[src/rtl/smma_fifo.sv]
// small first-in first-out queue of flat words
// no package dependencies; used for the command and result queues
`timescale 1ns / 1ps

module smma_fifo #(
  parameter int WIDTH = 8,
  parameter int DEPTH = 2
) (
  input  logic             clk,
  input  logic             rst,
  input  logic             wr_en,
  input  logic [WIDTH-1:0] wr_data,
  output logic             full,
  input  logic             rd_en,
  output logic [WIDTH-1:0] rd_data,
  output logic             empty
);

  localparam int PTR_W = (DEPTH > 1) ? $clog2(DEPTH) : 1;
  localparam int CNT_W = $clog2(DEPTH + 1);

  logic [WIDTH-1:0] mem [DEPTH];
  logic [PTR_W-1:0] wr_ptr;
  logic [PTR_W-1:0] rd_ptr;
  logic [CNT_W-1:0] count;
  logic             do_wr;
  logic             do_rd;

  assign full    = (count == CNT_W'(DEPTH));
  assign empty   = (count == '0);
  assign do_wr   = wr_en && !full;
  assign do_rd   = rd_en && !empty;
  assign rd_data = mem[rd_ptr];

  // storage
  always_ff @(posedge clk) begin
    if (do_wr) begin
      mem[wr_ptr] <= wr_data;
    end
  end

  // pointers and fill count
  always_ff @(posedge clk) begin
    if (rst) begin
      wr_ptr <= '0;
      rd_ptr <= '0;
      count  <= '0;
    end else begin
      if (do_wr) begin
        wr_ptr <= (wr_ptr == PTR_W'(DEPTH - 1)) ? '0 : wr_ptr + 1'b1;
      end
      if (do_rd) begin
        rd_ptr <= (rd_ptr == PTR_W'(DEPTH - 1)) ? '0 : rd_ptr + 1'b1;
      end
      case ({do_wr, do_rd})
        2'b10:   count <= count + 1'b1;
        2'b01:   count <= count - 1'b1;
        default: count <= count;
      endcase
    end
  end

endmodule

[config.mk]
export PLATFORM = sky130hd
export DESIGN_NAME = smma_fifo
export DESIGN_NICKNAME = d
export VERILOG_FILES = /design/src/rtl/smma_fifo.sv
export SDC_FILE = /design/constraint.sdc
export NUM_CORES = 1
export LEC_CHECK = 0
export BUFFER_PORTS_ARGS = -buffer_cell sky130_fd_sc_hd__buf_2
export CAP_MARGIN = 20
export CORE_MARGIN = 1.5
export CORE_UTILIZATION = 50
export CTS_CLUSTER_DIAMETER = 40
export DETAILED_ROUTE_END_ITERATION = 6
export PLACE_DENSITY = 0.77
export SLEW_MARGIN = 20
export SYNTH_ARGS = -nofsm -noshare
export SYNTH_HDL_FRONTEND = slang
export SYNTH_SLANG_ARGS = --single-unit
export TNS_END_PERCENT = 10
[constraint.sdc]
create_clock -name clk -period 4.1 [get_ports clk]
set_input_delay 0.205 -clock clk [delete_from_list [all_inputs] [get_ports clk]]
set_output_delay 0.205 -clock clk [all_outputs]
set_load 0.02 [all_outputs]
==> flow_summary.ini <==
[setup_path]
crit_chain = mux2_2 -> buf_2
cp.arrival_ns = 1.38
max_stage_delay_ns = 0.55
r2r_end = mem[0][0]$_DFFE_PP_
critPathSlowestCell = dfxtp_1
path_class = register to output pin
critPathRequiredTime_ns = 3.89
start_kind = register
r2r-start = count[0]$_SDFFE_PP0P_
end_kind = output pin
rrSetupSlack_ns = 2.55
worstPathMaxFanout = 8
reg2reg_depth = 4

[floorplan]
ios = 22
die_h_um = 43.0
die_w_um = 43.0
die_area_um2 = 1850
num_rows = 14
core-area_um2 = 1510
initial_core_util = 0.530

[sta]
setup_tns_ns = 0
relSlewSlack = 0.739
rsz0062_at_grt = false
worstMarginPinSlew_ns = 0.392
fin_worst_skew_ns = 0.00316
post-route-period-util = 0.387
fmax_mhz = 630
min_period_ns = 1.59
slew_viol_final = 0
timing.hold.ws_ns = 0.0914
finalHoldViolCount = 0
finalSetupViolCount = 0

[clocking]
cts-root-buf = clkbuf_4
clk_pin_slew_worst_paths_ns = 0.11
ctsHtreeMaxLevel = 1
tritoncts = yes
ctsResizeCount = 0
cts_hold_buffers = 0
clock_sinks = 21
post-cts-setup-buffers = 0
cts_buffers = 3
clockBufferDepth = 2
insertion_delay_ns = 0.29

[yosys]
synthCells = 51
synth_warnings = 0
syn_area_um2 = 798
ys_seq_area_frac = 0.727
avgSynthCellArea_um2 = 15.7
ys_ff_latch = 21
syn_nets = 64
ys_types = 17

[hold_path]
min_to = mem[0][6]$_DFFE_PP_
hp-start = wr_data[6]
hold_path.class = primary input to register
min_delay_path_depth = 1

[outcome]
status = completed

[global_routing]
grt_max_degree = 13
antenna_found_initial = 0
track_usage = 0.131
grt_pass1_wl_um = 1700
grt_pass1_vias = 439
gr-total-overflow = 0

[detailed_routing]
firstDrtPassIters = 4
drt-total-wl_um = 1110
vias = 461
vias_per_cell = 5.07
drt_iter0_markers = 5
routedWlPerCell_um = 12.2
drc = 0
final_antenna_net_count = 0

[place]
io_buffers = 21
dp_hpwl_um = 804
place_congestion = 0.768

[layout]
area_growth_pct = 18.7
fin_util = 0.629
seqCellArea_um2 = 581
diodes = 0
n_fill_cell = 121
drive_gt1_frac = 0.467
multi_input_area_um2 = 203
num-nets-final = 89

[run]
drv_cap = 0

[pwr]
ir_drop_uv = 331
pwr_density_cell_nw_per_um2 = 643
p_leak_nw = 0.385
-- cells by family (layout without fill, tap and decap cells) --
group,count (synthesis),in the layout,share of synthesized area
AO/OA/AOI/OAI,5,5,0.0345
XOR/XNOR,3,3,0.0329
adder cells (fa/ha/maj),1,1,0.0157
buffers and inverters,4,28,0.0188
flip-flops,21,21,0.727
multiplexers,8,8,0.113
AND/OR/NAND/NOR,9,9,0.0580
-- worst max-delay path, delay by kind of cell, from the launching register on --
kind / cells / cell delay, ns
flops: 1 / 0.55
mux: 1 / 0.38
buf+inv: 1 / 0.16
-- how the worst max path moves through the flow --
stage | from | to | slack (ns)
floorplan | count[0]$_SDFFE_PP0P_ | mem[0][0]$_DFFE_PP_ | 2.66
global placement | count[0]$_SDFFE_PP0P_ | mem[0][3]$_DFFE_PP_ | 2.60
detailed placement | count[0]$_SDFFE_PP0P_ | mem[0][3]$_DFFE_PP_ | 2.54
CTS | register | rd_data[6] | 2.49
global route | count[0]$_SDFFE_PP0P_ | mem[0][0]$_DFFE_PP_ | 2.45
finish | register | rd_data[2] | 2.51
-- cell usage after synthesis (all sizes together) --
cell	count	area, um^2
ha	1	12.5
clkbuf	1	3.75
edfxtp	16	480
nor2	4	15.0
nand2b	1	8.76
xnor2	2	17.5
xor2	1	8.76
inv	3	11.3
and3	1	6.26
nand2	1	3.75
or3	2	12.5
dfxtp	5	100
o21ai	2	10.0
mux2	8	90.1
a21oi	2	10.0
o21a	1	7.51
-- power breakdown --
group / internal, W / switching (W)
combinational: 0.0000940 / 0.000116
clock: 0.0000363 / 0.0000581
sequential: 0.000274 / 0.0000310
-- per-layer routing --
layer | wire (um) | track usage | part of all wire
met1 | 532 | 0.158 | 0.48
met2 | 518 | 0.209 | 0.47
met3 | 46 | 0.0255 | 0.041
met5 | 0 | 0 | 0
met4 | 17 | 0.0909 | 0.015
-- placed cells by master (no fill, tap or decap), drive strengths merged, types with 2 or more instances in the layout --
| cell type | n |
|---|---|
| edfxtp | 16 |
| a21oi | 2 |
| inv | 3 |
| mux2 | 8 |
| or3 | 2 |
| clkbuf | 3 |
| buf | 21 |
| dfxtp | 5 |
| nor2 | 4 |
| o21ai | 2 |
| xnor2 | 2 |
-- sequential cells by signal (all words and copies together) (netlist names), named ones only --
register and cells:
mem 16, count 2, wr_ptr 1, rd_ptr 1
-- metrics by stage --
step	cells	power [W]	setup WS (ns)	instance area [um^2]
global route	91	0.000644	2.45	947
finish	91	0.000609	2.51	947
floorplan	51	0.000461	2.66	798
CTS	91	0.000615	2.49	947
global placement	87	0.000516	2.60	920
detailed placement	87	0.000521	2.54	920
-- final cells by class --
cell class | instances | area share
Sequential cell | 21 | 0.613
Multi-Input combinational cell | 26 | 0.214
Timing Repair Buffer | 21 | 0.111
Clock buffer | 3 | 0.0238
Tap cell | 16 | 0.0211
Inverter | 3 | 0.0119
Clock inverter | 1 | 0.00528
Note: power is estimated with default switching activity, not from simulation.
