$ cat src/rtl/smma_pkg.sv
// shared types and constants of the square matrix multiply-accumulate block
// item structs, command codes and register indexes; no dependencies
`timescale 1ns / 1ps

package smma_pkg;

  // default largest matrix side
  localparam int MAX_SIDE_DEF = 8;

  // fixed field widths
  localparam int INDEX_W = 6;
  localparam int VALUE_W = 32;
  localparam int CFG_W   = 7;
  localparam int REG_W   = 2;

  // item modes
  localparam logic [1:0] MODE_LOAD_A  = 2'd0;
  localparam logic [1:0] MODE_LOAD_B  = 2'd1;
  localparam logic [1:0] MODE_LOAD_C  = 2'd2;
  localparam logic [1:0] MODE_COMPUTE = 2'd3;

  // configuration register indexes
  localparam logic [REG_W-1:0] REG_SIDE  = 2'd0;
  localparam logic [REG_W-1:0] REG_FIRST = 2'd1;
  localparam logic [REG_W-1:0] REG_END   = 2'd2;

  // input item
  typedef struct packed {
    logic [1:0]                mode;
    logic [INDEX_W-1:0]        elem_index;
    logic signed [VALUE_W-1:0] elem_value;
  } in_t;

  // result item
  typedef struct packed {
    logic [INDEX_W-1:0]        out_index;
    logic signed [VALUE_W-1:0] out_value;
    logic                      last;
  } out_t;

  // classified command between front and back
  typedef struct packed {
    logic                      compute;
    logic [1:0]                store;
    logic [INDEX_W-1:0]        index;
    logic signed [VALUE_W-1:0] value;
  } cmd_t;

  // configuration write
  typedef struct packed {
    logic             write;
    logic [REG_W-1:0] index;
    logic [CFG_W-1:0] data;
  } cfg_t;

endpackage

$ cat src/rtl/smma_fifo.sv
// small first-in first-out queue of flat words
// no package dependencies; used for the command and result queues
`timescale 1ns / 1ps

module smma_fifo #(
  parameter int WIDTH = 8,
  parameter int DEPTH = 2
) (
  input  logic             clk,
  input  logic             rst,
  input  logic             wr_en,
  input  logic [WIDTH-1:0] wr_data,
  output logic             full,
  input  logic             rd_en,
  output logic [WIDTH-1:0] rd_data,
  output logic             empty
);

  localparam int PTR_W = (DEPTH > 1) ? $clog2(DEPTH) : 1;
  localparam int CNT_W = $clog2(DEPTH + 1);

  logic [WIDTH-1:0] mem [DEPTH];
  logic [PTR_W-1:0] wr_ptr;
  logic [PTR_W-1:0] rd_ptr;
  logic [CNT_W-1:0] count;
  logic             do_wr;
  logic             do_rd;

  assign full    = (count == CNT_W'(DEPTH));
  assign empty   = (count == '0);
  assign do_wr   = wr_en && !full;
  assign do_rd   = rd_en && !empty;
  assign rd_data = mem[rd_ptr];

  // storage
  always_ff @(posedge clk) begin
    if (do_wr) begin
      mem[wr_ptr] <= wr_data;
    end
  end

  // pointers and fill count
  always_ff @(posedge clk) begin
    if (rst) begin
      wr_ptr <= '0;
      rd_ptr <= '0;
      count  <= '0;
    end else begin
      if (do_wr) begin
        wr_ptr <= (wr_ptr == PTR_W'(DEPTH - 1)) ? '0 : wr_ptr + 1'b1;
      end
      if (do_rd) begin
        rd_ptr <= (rd_ptr == PTR_W'(DEPTH - 1)) ? '0 : rd_ptr + 1'b1;
      end
      case ({do_wr, do_rd})
        2'b10:   count <= count + 1'b1;
        2'b01:   count <= count - 1'b1;
        default: count <= count;
      endcase
    end
  end

endmodule

$ cat src/rtl/smma_front.sv
// front end: accepts items, classifies them and queues commands for the engine
// depends on smma_pkg and smma_fifo
`timescale 1ns / 1ps

module smma_front #(
  parameter int MAX_SIDE = smma_pkg::MAX_SIDE_DEF
) (
  input  logic            clk,
  input  logic            rst,
  input  logic            push,
  output logic            full,
  input  smma_pkg::in_t   request,
  output smma_pkg::cmd_t  cmd,
  output logic            cmd_valid,
  input  logic            cmd_take
);

  localparam int DEPTH = MAX_SIDE * MAX_SIDE;

  smma_pkg::cmd_t cmd_in;
  logic           keep;
  logic           cmd_empty;

  // classify: loads outside the stores are accepted and dropped
  always_comb begin
    cmd_in.compute = (request.mode == smma_pkg::MODE_COMPUTE);
    cmd_in.store   = request.mode;
    cmd_in.index   = request.elem_index;
    cmd_in.value   = request.elem_value;
    keep = cmd_in.compute ||
           ({1'b0, request.elem_index} < (smma_pkg::INDEX_W + 1)'(DEPTH));
  end

  smma_fifo #(
    .WIDTH ($bits(smma_pkg::cmd_t)),
    .DEPTH (2)
  ) u_cmd_queue (
    .clk     (clk),
    .rst     (rst),
    .wr_en   (push && keep),
    .wr_data (cmd_in),
    .full    (full),
    .rd_en   (cmd_take),
    .rd_data (cmd),
    .empty   (cmd_empty)
  );

  assign cmd_valid = !cmd_empty;

endmodule

$ cat config.mk
export PLATFORM = sky130hd
export DESIGN_NAME = smma_front
export DESIGN_NICKNAME = d
export VERILOG_FILES = /design/src/rtl/smma_pkg.sv /design/src/rtl/smma_fifo.sv /design/src/rtl/smma_front.sv
export SDC_FILE = /design/constraint.sdc
export NUM_CORES = 1
export LEC_CHECK = 0
export BUFFER_PORTS_ARGS = -buffer_cell sky130_fd_sc_hd__buf_2
export CAP_MARGIN = 10
export CORE_ASPECT_RATIO = 1.75
export CORE_MARGIN = 2
export CORE_UTILIZATION = 35
export CTS_BUF_LIST = sky130_fd_sc_hd__clkbuf_4 sky130_fd_sc_hd__clkbuf_8 sky130_fd_sc_hd__clkbuf_16
export DETAILED_ROUTE_END_ITERATION = 8
export GPL_ROUTABILITY_DRIVEN = 0
export GPL_TIMING_DRIVEN = 0
export PLACE_DENSITY = 0.56
export SETUP_SLACK_MARGIN = 0.3
export SLEW_MARGIN = 15
export SYNTH_ARGS = -nofsm -noshare
export SYNTH_HDL_FRONTEND = slang
export SYNTH_HIERARCHICAL = 1
export SYNTH_SLANG_ARGS = --single-unit
$ cat constraint.sdc
create_clock -name clk -period 6 [get_ports clk]
set_input_delay 0.3 -clock clk [delete_from_list [all_inputs] [get_ports clk]]
set_output_delay 0.3 -clock clk [all_outputs]
set_load 0.02 [all_outputs]
==> results.json <==
{
  "worstMarginPinSlew_ps": 618.4,
  "stdcell_area_mm2": 0.004160,
  "hold_viol": 0,
  "h-tree-depth": 3,
  "max_cap_viol_count": 0,
  "antenna_found_initial": 0,
  "drc": 0,
  "hold_class": "input pin to flop",
  "root_buffer": "clkbuf_16",
  "num_rows": 46,
  "r2r-start": "u_cmd_queue/count[0]",
  "min_period_over_period": 0.3278,
  "syn_nets": 201,
  "final_cell_mix": "buf_2, edfxtp_1, mux2_2",
  "reg2reg_depth": 5,
  "grt_pass1_wl_um": 8404,
  "critPathKind": "flop to primary output",
  "power_mw": 1.942,
  "finalCriticalPeriod_ps": 1967,
  "ys_ff_latch": 87,
  "dr.pass1.iters": 4,
  "synthTopCellsByArea": "edfxtp_1, mux2_2, mux2_1, dfxtp_1, buf_2",
  "hold_start": "request[25]",
  "cts_tree": "built",
  "ant_nets": 0,
  "yosys_warnings": 6,
  "synth_top_area_frac": 0.7739,
  "fin_util": 0.4634,
  "syn2layout_area_growth_pct": 30.75,
  "dp_hpwl_um": 3636,
  "maxSlewHeadroom": 0.5877,
  "cts_buffers": 9,
  "finClkSkew_ps": 8.174,
  "diodes": 0,
  "yosys.area.top_type": "edfxtp_1",
  "clkTransAtPathRegs_ps": 60,
  "p_leak_nw": 1.582,
  "placed_cell_area_mm2": 0.003819,
  "layout_commonest_cell": "buf_2",
  "cp_slowest_cell": "mux2_2",
  "final_cells": 380,
  "crit_path_max_fanout": 10,
  "finalSetupViolCount": 0,
  "hold_path_depth": 1,
  "cts_buffer_depth": 2,
  "cp.required_ps": 5700,
  "fp.coreArea_mm2": 0.008979,
  "die_h_um": 130.1,
  "post_cts_buffers": 0,
  "ys_types": 20,
  "ir_drop_v": 0.0002040,
  "cp.buffers_inverters": 3,
  "cpMostUsedCell": "buf_2",
  "cp-end-kind": "primary output",
  "ioPinCount": 87,
  "timing.fmax_mhz": 508.5,
  "finalSetupTns_ps": 0,
  "holdPathEnd": "u_cmd_queue/mem[1][25]",
  "cp_data_arrival_time_ps": 1670,
  "grt_pass1_vias": 1684,
  "crit_path_max_incr_delay_ps": 380,
  "synthesis.area_mm2": 0.003182,
  "status": "completed",
  "start_util": 0.3544,
  "gr-usage-all-layers": 0.1165,
  "wl_per_cell_um": 14.54,
  "reg2reg_to": "u_cmd_queue/mem[0][10]",
  "drive_gt1_frac": 0.5115,
  "netlist_instances": 156,
  "ys_seq_area_frac": 0.8053,
  "die_area_mm2": 0.009900,
  "detail_route.iter0.violations": 63,
  "cp_cell_sequence": "clkbuf_1 -> buf_2 -> mux2_2 -> buf_2",
  "reg2reg_setup_slack_ps": 4070,
  "clock_latency_ps": 340,
  "post_cts_resized": 0,
  "viasPerCell": 4.332,
  "placed_cells": 364,
  "chipWidth_um": 76.08,
  "syn_avg_cell_area_um2": 20.40,
  "wirelength_um": 5526,
  "postCtsHoldBufs": 0,
  "grt-ovfl-total": 0,
  "nets": 300,
  "drv_slew": 0,
  "port_buffers": 86,
  "pwr_density_cell_mw_per_mm2": 466.9,
  "grt_start_max_net_pins": 22,
  "critical_path.top_delay_family": "buffers and inverters",
  "cp-start-kind": "flop",
  "rsz0062_at_grt": "no",
  "clkSinkCount": 87,
  "vias": 1646
}
## power breakdown
part / internal [mW] / leakage [nW] / total, mW / switching, mW
Clock: 0.409 / 0.160 / 0.621 / 0.211
Combinational: 0.211 / 0.614 / 0.529 / 0.318
Sequential: 0.768 / 0.809 / 0.793 / 0.0249
## cell type report
| class | instances | area, um2 |
|---|---|---|
| fill | 813 | 4818 |
| clock inverter | 6 | 108.9 |
| clock buffer | 10 | 232.7 |
| multi-input combinational | 60 | 581.8 |
| buffer | 5 | 23.77 |
| timing repair buffer | 88 | 485.5 |
| sequential | 87 | 2562 |
| tap | 120 | 150.1 |
| inverter | 4 | 15.01 |
## cell usage after synthesis
| master | number |
|---|---|
| a21oi_1 | 2 |
| and2_1 | 1 |
| and3_1 | 1 |
| buf_2 | 4 |
| clkbuf_1 | 1 |
| dfxtp_1 | 5 |
| edfxtp_1 | 82 |
| ha_1 | 1 |
| inv_1 | 3 |
| inv_2 | 1 |
| mux2_1 | 19 |
| mux2_2 | 22 |
| nand2_1 | 1 |
| nand2b_2 | 1 |
| nor2_1 | 4 |
| o21a_1 | 1 |
| o21ai_0 | 2 |
| or3_1 | 2 |
| xnor2_1 | 2 |
| xor2_1 | 1 |
## stage by stage
stage,setup slack [ps],hold slack [ps]
after floorplan,3851,369.1
after global placement,3380,463.0
after detailed placement,4042,491.1
after CTS,3967,138.3
after global routing,3916,135.3
final,4033,148.4
## registers in the layout, summed over array words and instances, names as in the netlist, named ones only
name and cells:
u_cmd_queue/count 2, u_cmd_queue/wr_ptr 1, u_cmd_queue/mem 82, u_cmd_queue/rd_ptr 1
## worst max-delay path by stage
stage                         start               endpoint  slack [ps]  cells past startpoint
2_1_floorplan  u_cmd_queue/count[0]  u_cmd_queue/mem[0][0]        3850                      4
5_1_grt                        flop                cmd[38]        3920                      4
6_report                       flop                 cmd[4]        4030                      4
4_1_cts                        flop                cmd[38]        3970                      4
3_3_place_gp   u_cmd_queue/count[0]  u_cmd_queue/mem[0][7]        3380                      4
3_5_place_dp   u_cmd_queue/count[0]  u_cmd_queue/mem[0][3]        4040                      5
## worst reg2reg max path, cell delays in order (launching register included)
cell	delay [ps]
dfxtp_1	420
nand2b_2	180
inv_2	40
or3_1	340
inv_2	400
buf_16	240
## kinds of logic after synthesis
| family | share of synthesized area |
|---|---|
| compound gates | 0.008652 |
| xor+xnor | 0.008259 |
| fa+ha+maj | 0.003932 |
| buf+inv | 0.01219 |
| flops | 0.8053 |
| mux | 0.1451 |
| simple gates | 0.01652 |
## routing by layer
metal	GRT usage	wire length (um)	vias to the layer above
met4	0.08021	191	0
met3	0.03804	241	13
met2	0.1985	2902	51
met5	0	0	-
met1	0.1232	2190	784
li1	-	-	798
Power figures use the tool's default switching activity.
